<file path="src/rtl/core/hmt_pkg.sv">
package hmt_pkg;

	typedef enum logic [3:0] {
		ST_SKIP  = 4'd0,
		ST_TEXT  = 4'd1,
		ST_PRE   = 4'd2,
		ST_PRE2  = 4'd3,
		ST_NAME  = 4'd4,
		ST_BODY  = 4'd5,
		ST_ANAME = 4'd6,
		ST_AEQ   = 4'd7,
		ST_AQUOT = 4'd8,
		ST_ABARE = 4'd9
	} state_t;

	typedef enum logic [1:0] {
		TK_DATA  = 2'd0,
		TK_OPEN  = 2'd1,
		TK_CLOSE = 2'd2,
		TK_ATTR  = 2'd3
	} tok_t;

	localparam logic EV_CHAR = 1'b0;
	localparam logic EV_END  = 1'b1;

	localparam logic PART_NAME  = 1'b0;
	localparam logic PART_VALUE = 1'b1;

	localparam logic [7:0] CH_LT    = 8'h3C;
	localparam logic [7:0] CH_GT    = 8'h3E;
	localparam logic [7:0] CH_SLASH = 8'h2F;
	localparam logic [7:0] CH_EQ    = 8'h3D;
	localparam logic [7:0] CH_QUOTE = 8'h22;
	localparam logic [7:0] CH_NL    = 8'h0A;
	localparam logic [7:0] CH_DASH  = 8'h2D;
	localparam logic [7:0] CH_SPACE = 8'h20;

	localparam int RES_DEPTH = 4;
	localparam int RES_AW    = 2;
	localparam int RES_CW    = 3;

	typedef struct packed {
		logic       event_kind;
		tok_t       token_kind;
		logic       attr_part;
		logic [7:0] out_char;
		logic       last;
	} res_t;

	typedef struct packed {
		logic [1:0] n;
		res_t       r0;
		res_t       r1;
	} step_out_t;

	typedef struct packed {
		logic              room2;
		logic [RES_CW-1:0] level;
	} fifo_stat_t;

	function automatic logic is_ws(input logic [7:0] c);
		return (c == CH_SPACE) || ((c >= 8'h09) && (c <= 8'h0D));
	endfunction

	function automatic logic is_letter(input logic [7:0] c);
		return ((c >= 8'h41) && (c <= 8'h5A)) || ((c >= 8'h61) && (c <= 8'h7A));
	endfunction

	function automatic logic is_name_rest(input logic [7:0] c);
		return is_letter(c) || ((c >= 8'h30) && (c <= 8'h39)) || (c == CH_DASH);
	endfunction

	function automatic state_t body_next(input logic [7:0] c);
		state_t s;
		s = ST_BODY;
		if (!is_ws(c)) begin
			if (c == CH_GT) s = ST_SKIP;
			else if (is_letter(c)) s = ST_ANAME;
			else if (c == CH_EQ) s = ST_AEQ;
		end
		return s;
	endfunction

	function automatic res_t mk_char(input tok_t k, input logic p, input logic [7:0] c);
		res_t r;
		r.event_kind = EV_CHAR;
		r.token_kind = k;
		r.attr_part  = p;
		r.out_char   = c;
		r.last       = 1'b0;
		return r;
	endfunction

	function automatic res_t mk_end(input tok_t k);
		res_t r;
		r.event_kind = EV_END;
		r.token_kind = k;
		r.attr_part  = PART_NAME;
		r.out_char   = 8'h00;
		r.last       = 1'b0;
		return r;
	endfunction

endpackage

</file>
<file path="src/rtl/core/hmt_step.sv">
module hmt_step (
	input  hmt_pkg::state_t    state,
	input  logic               tag_close,
	input  logic [7:0]         c,
	input  logic               eos,
	output hmt_pkg::state_t    state_nxt,
	output logic               tag_close_nxt,
	output hmt_pkg::step_out_t res
);

	hmt_pkg::tok_t tk;
	logic          a_v;
	hmt_pkg::res_t a;
	logic          body_call;
	logic          b_v;
	hmt_pkg::res_t b;

	assign tk = tag_close ? hmt_pkg::TK_CLOSE : hmt_pkg::TK_OPEN;

	// next state
	always_comb begin
		state_nxt     = state;
		tag_close_nxt = tag_close;
		if (eos) begin
			state_nxt     = hmt_pkg::ST_SKIP;
			tag_close_nxt = 1'b0;
		end else begin
			unique case (state)
				hmt_pkg::ST_TEXT: begin
					if (c == hmt_pkg::CH_LT) begin
						state_nxt     = hmt_pkg::ST_PRE;
						tag_close_nxt = 1'b0;
					end
				end
				hmt_pkg::ST_PRE, hmt_pkg::ST_PRE2: begin
					if (hmt_pkg::is_ws(c)) begin
						state_nxt = state;
					end else if (state == hmt_pkg::ST_PRE && c == hmt_pkg::CH_SLASH) begin
						state_nxt     = hmt_pkg::ST_PRE2;
						tag_close_nxt = 1'b1;
					end else if (hmt_pkg::is_letter(c)) begin
						state_nxt = hmt_pkg::ST_NAME;
					end else begin
						state_nxt = hmt_pkg::body_next(c);
					end
				end
				hmt_pkg::ST_NAME: begin
					if (!hmt_pkg::is_name_rest(c)) state_nxt = hmt_pkg::body_next(c);
				end
				hmt_pkg::ST_BODY: begin
					state_nxt = hmt_pkg::body_next(c);
				end
				hmt_pkg::ST_ANAME: begin
					if (hmt_pkg::is_name_rest(c)) state_nxt = state;
					else if (c == hmt_pkg::CH_EQ) state_nxt = hmt_pkg::ST_AEQ;
					else state_nxt = hmt_pkg::body_next(c);
				end
				hmt_pkg::ST_AEQ: begin
					if (hmt_pkg::is_ws(c)) state_nxt = state;
					else if (c == hmt_pkg::CH_QUOTE) state_nxt = hmt_pkg::ST_AQUOT;
					else if (hmt_pkg::is_letter(c)) state_nxt = hmt_pkg::ST_ABARE;
					else state_nxt = hmt_pkg::body_next(c);
				end
				hmt_pkg::ST_AQUOT: begin
					if (c == hmt_pkg::CH_QUOTE) state_nxt = hmt_pkg::ST_BODY;
				end
				hmt_pkg::ST_ABARE: begin
					if (!hmt_pkg::is_name_rest(c)) state_nxt = hmt_pkg::body_next(c);
				end
				default: begin
					if (hmt_pkg::is_ws(c)) begin
						state_nxt = hmt_pkg::ST_SKIP;
					end else if (c == hmt_pkg::CH_LT) begin
						state_nxt     = hmt_pkg::ST_PRE;
						tag_close_nxt = 1'b0;
					end else begin
						state_nxt = hmt_pkg::ST_TEXT;
					end
				end
			endcase
		end
	end

	// results
	always_comb begin
		a_v       = 1'b0;
		a         = hmt_pkg::mk_end(hmt_pkg::TK_DATA);
		body_call = 1'b0;
		if (eos) begin
			unique case (state)
				hmt_pkg::ST_TEXT: begin
					a_v = 1'b1;
					a   = hmt_pkg::mk_end(hmt_pkg::TK_DATA);
				end
				hmt_pkg::ST_PRE, hmt_pkg::ST_PRE2, hmt_pkg::ST_NAME: begin
					a_v = 1'b1;
					a   = hmt_pkg::mk_end(tk);
				end
				hmt_pkg::ST_ANAME, hmt_pkg::ST_AEQ, hmt_pkg::ST_AQUOT, hmt_pkg::ST_ABARE: begin
					a_v = 1'b1;
					a   = hmt_pkg::mk_end(hmt_pkg::TK_ATTR);
				end
				default: a_v = 1'b0;
			endcase
		end else begin
			unique case (state)
				hmt_pkg::ST_TEXT: begin
					a_v = 1'b1;
					if (c == hmt_pkg::CH_LT) a = hmt_pkg::mk_end(hmt_pkg::TK_DATA);
					else if (c == hmt_pkg::CH_NL)
						a = hmt_pkg::mk_char(hmt_pkg::TK_DATA, hmt_pkg::PART_NAME,
							hmt_pkg::CH_SPACE);
					else a = hmt_pkg::mk_char(hmt_pkg::TK_DATA, hmt_pkg::PART_NAME, c);
				end
				hmt_pkg::ST_PRE, hmt_pkg::ST_PRE2: begin
					if (hmt_pkg::is_ws(c)) begin
						a_v = 1'b0;
					end else if (state == hmt_pkg::ST_PRE && c == hmt_pkg::CH_SLASH) begin
						a_v = 1'b0;
					end else if (hmt_pkg::is_letter(c)) begin
						a_v = 1'b1;
						a   = hmt_pkg::mk_char(tk, hmt_pkg::PART_NAME, c);
					end else begin
						a_v       = 1'b1;
						a         = hmt_pkg::mk_end(tk);
						body_call = 1'b1;
					end
				end
				hmt_pkg::ST_NAME: begin
					a_v = 1'b1;
					if (hmt_pkg::is_name_rest(c)) begin
						a = hmt_pkg::mk_char(tk, hmt_pkg::PART_NAME, c);
					end else begin
						a         = hmt_pkg::mk_end(tk);
						body_call = 1'b1;
					end
				end
				hmt_pkg::ST_BODY: body_call = 1'b1;
				hmt_pkg::ST_ANAME: begin
					if (hmt_pkg::is_name_rest(c)) begin
						a_v = 1'b1;
						a   = hmt_pkg::mk_char(hmt_pkg::TK_ATTR, hmt_pkg::PART_NAME, c);
					end else if (c != hmt_pkg::CH_EQ) begin
						a_v       = 1'b1;
						a         = hmt_pkg::mk_end(hmt_pkg::TK_ATTR);
						body_call = 1'b1;
					end
				end
				hmt_pkg::ST_AEQ: begin
					if (hmt_pkg::is_letter(c)) begin
						a_v = 1'b1;
						a   = hmt_pkg::mk_char(hmt_pkg::TK_ATTR, hmt_pkg::PART_VALUE, c);
					end else if (!hmt_pkg::is_ws(c) && c != hmt_pkg::CH_QUOTE) begin
						a_v       = 1'b1;
						a         = hmt_pkg::mk_end(hmt_pkg::TK_ATTR);
						body_call = 1'b1;
					end
				end
				hmt_pkg::ST_AQUOT: begin
					a_v = 1'b1;
					if (c == hmt_pkg::CH_QUOTE) a = hmt_pkg::mk_end(hmt_pkg::TK_ATTR);
					else a = hmt_pkg::mk_char(hmt_pkg::TK_ATTR, hmt_pkg::PART_VALUE, c);
				end
				hmt_pkg::ST_ABARE: begin
					a_v = 1'b1;
					if (hmt_pkg::is_name_rest(c)) begin
						a = hmt_pkg::mk_char(hmt_pkg::TK_ATTR, hmt_pkg::PART_VALUE, c);
					end else begin
						a         = hmt_pkg::mk_end(hmt_pkg::TK_ATTR);
						body_call = 1'b1;
					end
				end
				default: begin
					if (!hmt_pkg::is_ws(c) && c != hmt_pkg::CH_LT) begin
						a_v = 1'b1;
						a   = hmt_pkg::mk_char(hmt_pkg::TK_DATA, hmt_pkg::PART_NAME, c);
					end
				end
			endcase
		end
	end

	// tag content byte
	always_comb begin
		b_v = 1'b0;
		b   = hmt_pkg::mk_end(hmt_pkg::TK_CLOSE);
		if (body_call && !hmt_pkg::is_ws(c)) begin
			if (c == hmt_pkg::CH_SLASH) begin
				b_v = 1'b1;
			end else if (hmt_pkg::is_letter(c)) begin
				b_v = 1'b1;
				b   = hmt_pkg::mk_char(hmt_pkg::TK_ATTR, hmt_pkg::PART_NAME, c);
			end
		end
	end

	always_comb begin
		res.n       = {1'b0, a_v} + {1'b0, b_v};
		res.r0      = a_v ? a : b;
		res.r0.last = !(a_v && b_v);
		res.r1      = b;
		res.r1.last = 1'b1;
	end

endmodule

</file>
<file path="src/rtl/core/hmt_res_fifo.sv">
module hmt_res_fifo (
	input  logic                clk,
	input  logic                arst_n,
	input  logic [1:0]          push_n,
	input  hmt_pkg::res_t       push0,
	input  hmt_pkg::res_t       push1,
	input  logic                pop,
	output logic                head_valid,
	output hmt_pkg::res_t       head,
	output hmt_pkg::fifo_stat_t stat
);

	hmt_pkg::res_t                 mem_q [hmt_pkg::RES_DEPTH];
	logic [hmt_pkg::RES_AW-1:0]    wr_q;
	logic [hmt_pkg::RES_AW-1:0]    rd_q;
	logic [hmt_pkg::RES_CW-1:0]    cnt_q;

	always_ff @(posedge clk or negedge arst_n) begin
		if (!arst_n) begin
			wr_q  <= '0;
			rd_q  <= '0;
			cnt_q <= '0;
		end else begin
			wr_q  <= wr_q + push_n;
			rd_q  <= rd_q + {{(hmt_pkg::RES_AW-1){1'b0}}, pop};
			cnt_q <= cnt_q + {1'b0, push_n} - {{(hmt_pkg::RES_CW-1){1'b0}}, pop};
		end
	end

	always_ff @(posedge clk) begin
		if (push_n != 2'd0) mem_q[wr_q] <= push0;
		if (push_n == 2'd2) mem_q[wr_q + 2'd1] <= push1;
	end

	assign head_valid = (cnt_q != '0);
	assign head       = mem_q[rd_q];
	assign stat.room2 = (cnt_q <= 3'(hmt_pkg::RES_DEPTH - 2));
	assign stat.level = cnt_q;

endmodule

</file>
<file path="src/rtl/core/html_markup_tokenizer_core.sv">
// channel | handshake           | payload
// in      | in_valid, in_ready   | in_byte, end_of_stream
// out     | out_valid, out_ready | event_kind, token_kind, attr_part, out_char, last
//
// one byte a cycle enters the input register while the queue has room for two; the scan step runs in the next cycle
// an item with two results writes both into the four-entry result queue at once
// the input register waits while the queue has fewer than two free entries
// from input accept to first result an item passes the input register, then the result queue
// reset: scan state to text whitespace skip, both stages empty
module html_markup_tokenizer_core (
	input  logic       clk,
	input  logic       arst_n,
	input  logic       in_valid,
	output logic       in_ready,
	input  logic [7:0] in_byte,
	input  logic       end_of_stream,
	output logic       out_valid,
	input  logic       out_ready,
	output logic       event_kind,
	output logic [1:0] token_kind,
	output logic       attr_part,
	output logic [7:0] out_char,
	output logic       last
);

	logic                valid_s1;
	logic [7:0]          byte_s1;
	logic                eos_s1;
	hmt_pkg::state_t     state_q;
	logic                tag_close_q;
	hmt_pkg::state_t     state_nxt;
	logic                tag_close_nxt;
	hmt_pkg::step_out_t  step_res;
	hmt_pkg::fifo_stat_t fifo_stat;
	hmt_pkg::res_t       head;
	logic                adv;
	logic [1:0]          push_n;

	assign adv      = valid_s1 && fifo_stat.room2;
	assign in_ready = !valid_s1 || adv;
	assign push_n   = adv ? step_res.n : 2'd0;

	always_ff @(posedge clk or negedge arst_n) begin
		if (!arst_n) begin
			valid_s1    <= 1'b0;
			state_q     <= hmt_pkg::ST_SKIP;
			tag_close_q <= 1'b0;
		end else begin
			if (in_valid && in_ready) valid_s1 <= 1'b1;
			else if (adv) valid_s1 <= 1'b0;
			if (adv) begin
				state_q     <= state_nxt;
				tag_close_q <= tag_close_nxt;
			end
		end
	end

	always_ff @(posedge clk) begin
		if (in_valid && in_ready) begin
			byte_s1 <= in_byte;
			eos_s1  <= end_of_stream;
		end
	end

	hmt_step u_step (
		.state         (state_q),
		.tag_close     (tag_close_q),
		.c             (byte_s1),
		.eos           (eos_s1),
		.state_nxt     (state_nxt),
		.tag_close_nxt (tag_close_nxt),
		.res           (step_res)
	);

	hmt_res_fifo u_fifo (
		.clk        (clk),
		.arst_n     (arst_n),
		.push_n     (push_n),
		.push0      (step_res.r0),
		.push1      (step_res.r1),
		.pop        (out_valid && out_ready),
		.head_valid (out_valid),
		.head       (head),
		.stat       (fifo_stat)
	);

	assign event_kind = head.event_kind;
	assign token_kind = head.token_kind;
	assign attr_part  = head.attr_part;
	assign out_char   = head.out_char;
	assign last       = head.last;

	a_fifo_bound: assert property (@(posedge clk) disable iff (!arst_n)
		fifo_stat.level <= 3'(hmt_pkg::RES_DEPTH))
		else $error("result queue over capacity");

	a_eos_resets: assert property (@(posedge clk) disable iff (!arst_n)
		adv && eos_s1 |=> state_q == hmt_pkg::ST_SKIP && !tag_close_q)
		else $error("end of stream did not return to text skip");

	a_push_room: assert property (@(posedge clk) disable iff (!arst_n)
		push_n != 2'd0 |-> fifo_stat.level <= 3'(hmt_pkg::RES_DEPTH - 2))
		else $error("results pushed without room");

	a_two_results: assert property (@(posedge clk) disable iff (!arst_n)
		adv && step_res.n == 2'd2 |-> !step_res.r0.last && step_res.r1.last)
		else $error("last flag wrong on two-result item");

endmodule

</file>
<file path="config.mk">
export PLATFORM = sky130hd
export DESIGN_NAME = html_markup_tokenizer_core
export DESIGN_NICKNAME = d
export VERILOG_FILES = /design/src/rtl/core/hmt_pkg.sv /design/src/rtl/core/hmt_step.sv /design/src/rtl/core/hmt_res_fifo.sv /design/src/rtl/core/html_markup_tokenizer_core.sv
export SDC_FILE = /design/constraint.sdc
export NUM_CORES = 1
export LEC_CHECK = 0
export CORE_ASPECT_RATIO = 0.7
export CORE_MARGIN = 5
export CORE_UTILIZATION = 55
export DETAILED_ROUTE_END_ITERATION = 8
export DONT_BUFFER_PORTS = 1
export HOLD_SLACK_MARGIN = 0.06
export PLACE_DENSITY = 0.73
export SLEW_MARGIN = 20
export SYNTH_ARGS = -nofsm -noshare
export SYNTH_HDL_FRONTEND = slang
export SYNTH_HIERARCHICAL = 1
export SYNTH_SLANG_ARGS = --single-unit
</file>
<file path="constraint.sdc">
create_clock -name clk -period 4.1 [get_ports clk]
set_input_delay 0.41 -clock clk [delete_from_list [all_inputs] [get_ports clk]]
set_output_delay 0.41 -clock clk [all_outputs]
set_load 0.03 [all_outputs]
</file>
==> run metrics <==
run status=finished clean; clock-pin slew on the worst setup and hold paths=0.06 ns; Power per Cell Area=714 nW/um^2; final worst hold slack=about 0.17 ns; standard cell core area=about 8400 sq um; combinational family with the most area after synthesis=multiplexers; netlist area before placement=4700 sq um; maximum clock insertion buffer count=2; worst skew pair latency=0.33 ns; syn_area_per_cell=around 12 sq um; Worst Setup Slack post-DPL=0.205 ns; worst ir drop on vdd=0.492 mV; combined global-route utilization of all metal layers=23.5%; number of buffers created by CTS=9; number of max-capacitance violations reported=0; DR vias/cell=6.47; final number of max-transition violations=0; number of synthesized flops with an enable pin=61; half-perimeter wire length after detailed placement=8340 um; number of instances in the synthesized netlist=~390; area share of xor/xnor cells in the synthesized design=0.933%; Finished Core Util=approximately 64%; Period minus WS final=3.94 ns; Sequential Area=2160 sq um; post-DR wirelength/cell=22.1 um; leading cell types in the layout, fill and taps excluded=61 x sky130_fd_sc_hd__edfxtp_1, 43 x sky130_fd_sc_hd__mux2_2, 37 x sky130_fd_sc_hd__buf_4; most common cell after layout, fill and taps aside=sky130_fd_sc_hd__edfxtp_1; share of synthesized cell area in and, or, nand and nor gates=13.8%; DRC violations left=0; main flop type after synthesis=sky130_fd_sc_hd__edfxtp_1; wire length of the first global-routing pass=18600 um; IO Pins=28; Crit Path Class=reg -> reg; register bit total from synthesis=74; detailed-router iteration count before antenna repair=7; Required @ worst endpoint=roughly 4.4 ns; CTS tree=done; initial core utilization=between 50% and 60%; kind of capture point of the worst setup path=flip-flop; pin count of the biggest net entering global routing=15; fraction of the cycle the final worst path needs=approximately 96%; CTS Root Buffer Type=sky130_fd_sc_hd__clkbuf_16; total number of vias=3410; met2 layer usage reported by global route=between 30% and 40%; worst flop-to-flop path startpoint=byte_s1[7]; sequential-to-total area share from yosys stat=45.9%; fraction of registers with async set/reset=17.6%; transition at the pin with the smallest max-transition slack=~0.89 ns; Worst Path Buf+Inv=4; kind of cell with the highest combined delay on the critical path=simple AND/OR/NAND/NOR gates; fraction of final layout cells sized beyond drive strength 1=32.9%; number of nets in the final layout=438; startpoint of the most critical hold path=in_byte[3]; count of different cell masters after synthesis=70; mux share of post-synthesis cell area=20.5%; synth top area cells=sky130_fd_sc_hd__edfxtp_1 39%, sky130_fd_sc_hd__mux2_2 10%, sky130_fd_sc_hd__dfrtp_1 6.9%; area used by multi-input combinational logic=2360 sq um; residual antenna-violating net count after detailed routing=0; area share of the leading cell type in the synthesized netlist=39.0%; data arrival time of the critical path=between 4 and 5 ns; global-route layer with the greatest usage=met2; number of antenna repair diodes=0; H-tree Lvls=3; Die H=87.3 um; global route total overflow=0; upper clock frequency limit=~0.25 GHz; adder-cell share of the synthesized area=2.29%; buffers added on ports=0; CP max-delay cell=sky130_fd_sc_hd__or4b_1; Setup Skew=0.00617 ns; met3 track demand over resource=6.36%; area delta synth->final=14.3%; number of failing setup endpoints in the final timing report=0; total wirelength of the detailed-routed design=between 10000 and 15000 um; launching instance or port of the critical path=byte_s1[7]; number of violations reported at the end of detailed-routing iteration 0=393; final number of hold-violating endpoints=0; RePlAce Congestion=1.05; max_slew headroom=40.5%; class of the tightest hold or removal check=in -> reg; Synth area leader=sky130_fd_sc_hd__edfxtp_1; Final WS setup=about 0.16 ns; number of inserted filler cells in the final layout=616; delay of the slowest cell on the worst path=0.57 ns; Die Width=approximately 120 um; clock net sink count=74; P_leak=roughly 2 nW; total negative slack for setup checks=0 ns; Critical Path Source Type=flip-flop; via count of the first global-routing pass=between 3000 and 4000; die outline area=between 10000 and 15000 sq um; initial antenna violation count=0; RSZ-0062 raised after global routing=no; fraction of the mapped netlist area in compound gates=approximately an eighth; Rows=28; met1 track demand over resource=33.3%; Critical Path, Cell by Cell=or3_4 -> or4b_1 -> o31ai_4 -> buf_4 -> a21oi_1 -> o41a_1 -> buf_4 -> ha_1 -> and3_1 -> inv_1 -> ha_1 -> inv_1 -> fa_1 -> xnor2_1 -> xnor2_1; maximum fanout count along the critical path=7; number of warnings reported in the yosys synthesis log=6
metrics by stage:
step / total power [W] / std cells / instance area (sq um)
2_1_floorplan: 0.00255 / 390 / 4710
3_3_place_gp: 0.00299 / 507 / 5030
3_5_place_dp: 0.00303 / 507 / 5030
4_1_cts: 0.00382 / 524 / 5330
5_1_grt: 0.00404 / 527 / 5370
6_report: 0.00384 / 527 / 5370
repair_timing:
| action | in CTS | in global routing |
|---|---|---|
| gates resized for setup | 0 | 4 |
| hold buffers | 1 | 0 |
| hold endpoints to repair | 13 | 0 |
| setup buffers | 0 | 3 |
| endpoints found under the setup margin | 0 | 83 |
layout make-up:
cell class | instances | area share, %
multi-input combinational | 277 | 44.0
sequential | 74 | 40.2
timing repair buffer | 43 | 7.22
clock buffer | 10 | 4.26
tap | 105 | 2.45
clock inverter | 6 | 1.07
inverter | 12 | 0.839
power breakdown:
part           switching [W]  internal (W)
logic                0.00101      0.000786
clock network       0.000297      0.000466
registers           0.000189       0.00109
total                0.00149       0.00234
worst paths after layout:
path	to	slack, ns	depth (start not counted)
min	byte_s1[3]	0.17	0
max reg2reg	u_fifo/cnt_q[2]	0.16	15
max	u_fifo/cnt_q[2]	0.16	15
min reg2reg	u_fifo/cnt_q[2]	0.49	1
min in group asynchronous	tag_close_q	0.55	1
max in group asynchronous	u_fifo/cnt_q[0]	3.12	1
routing by layer:
metal	vias to the layer above	wire length, um
met3	36	1060
met5	-	0
li1	1547	-
met4	0	267
met1	1651	5220
met2	176	5110
synthesized netlist by cell type, types with 3 or more instances:
| library cell | instances |
|---|---|
| sky130_fd_sc_hd__edfxtp_1 | 61 |
| sky130_fd_sc_hd__nand2b_1 | 7 |
| sky130_fd_sc_hd__a21oi_1 | 21 |
| sky130_fd_sc_hd__nor3_1 | 6 |
| sky130_fd_sc_hd__ha_1 | 7 |
| sky130_fd_sc_hd__nand3_1 | 5 |
| sky130_fd_sc_hd__mux4_2 | 13 |
| sky130_fd_sc_hd__a211oi_1 | 3 |
| sky130_fd_sc_hd__or2_2 | 5 |
| sky130_fd_sc_hd__or3_1 | 5 |
| sky130_fd_sc_hd__o211ai_1 | 6 |
| sky130_fd_sc_hd__buf_2 | 5 |
| sky130_fd_sc_hd__and3_1 | 4 |
| sky130_fd_sc_hd__a31oi_1 | 4 |
| sky130_fd_sc_hd__mux2_4 | 5 |
| sky130_fd_sc_hd__nor2_1 | 21 |
| sky130_fd_sc_hd__or4_1 | 3 |
| sky130_fd_sc_hd__nor2b_1 | 5 |
| sky130_fd_sc_hd__buf_6 | 5 |
| sky130_fd_sc_hd__clkbuf_1 | 10 |
| sky130_fd_sc_hd__mux2_2 | 43 |
| sky130_fd_sc_hd__xnor2_1 | 4 |
| sky130_fd_sc_hd__and2_1 | 8 |
| sky130_fd_sc_hd__buf_4 | 7 |
| sky130_fd_sc_hd__nand2_1 | 21 |
| sky130_fd_sc_hd__dfrtp_1 | 13 |
| sky130_fd_sc_hd__o21ai_0 | 19 |
| sky130_fd_sc_hd__mux2_1 | 9 |
| sky130_fd_sc_hd__inv_1 | 12 |
kinds of logic after synthesis:
logic type | count (synthesis)
compound gates | 80
xor+xnor | 5
fa+ha+maj | 8
buf+inv | 39
flops | 74
mux | 71
other cells | 2
simple gates | 109
registers in the layout, summed over array words and instances, names as in the netlist:
name          flops
byte_s1           8
eos_s1            1
state_q           4
tag_close_q       1
u_fifo/cnt_q      3
u_fifo/mem_q     52
u_fifo/rd_q       2
u_fifo/wr_q       2
valid_s1          1
No activity file was read; power rests on OpenSTA's default activity.
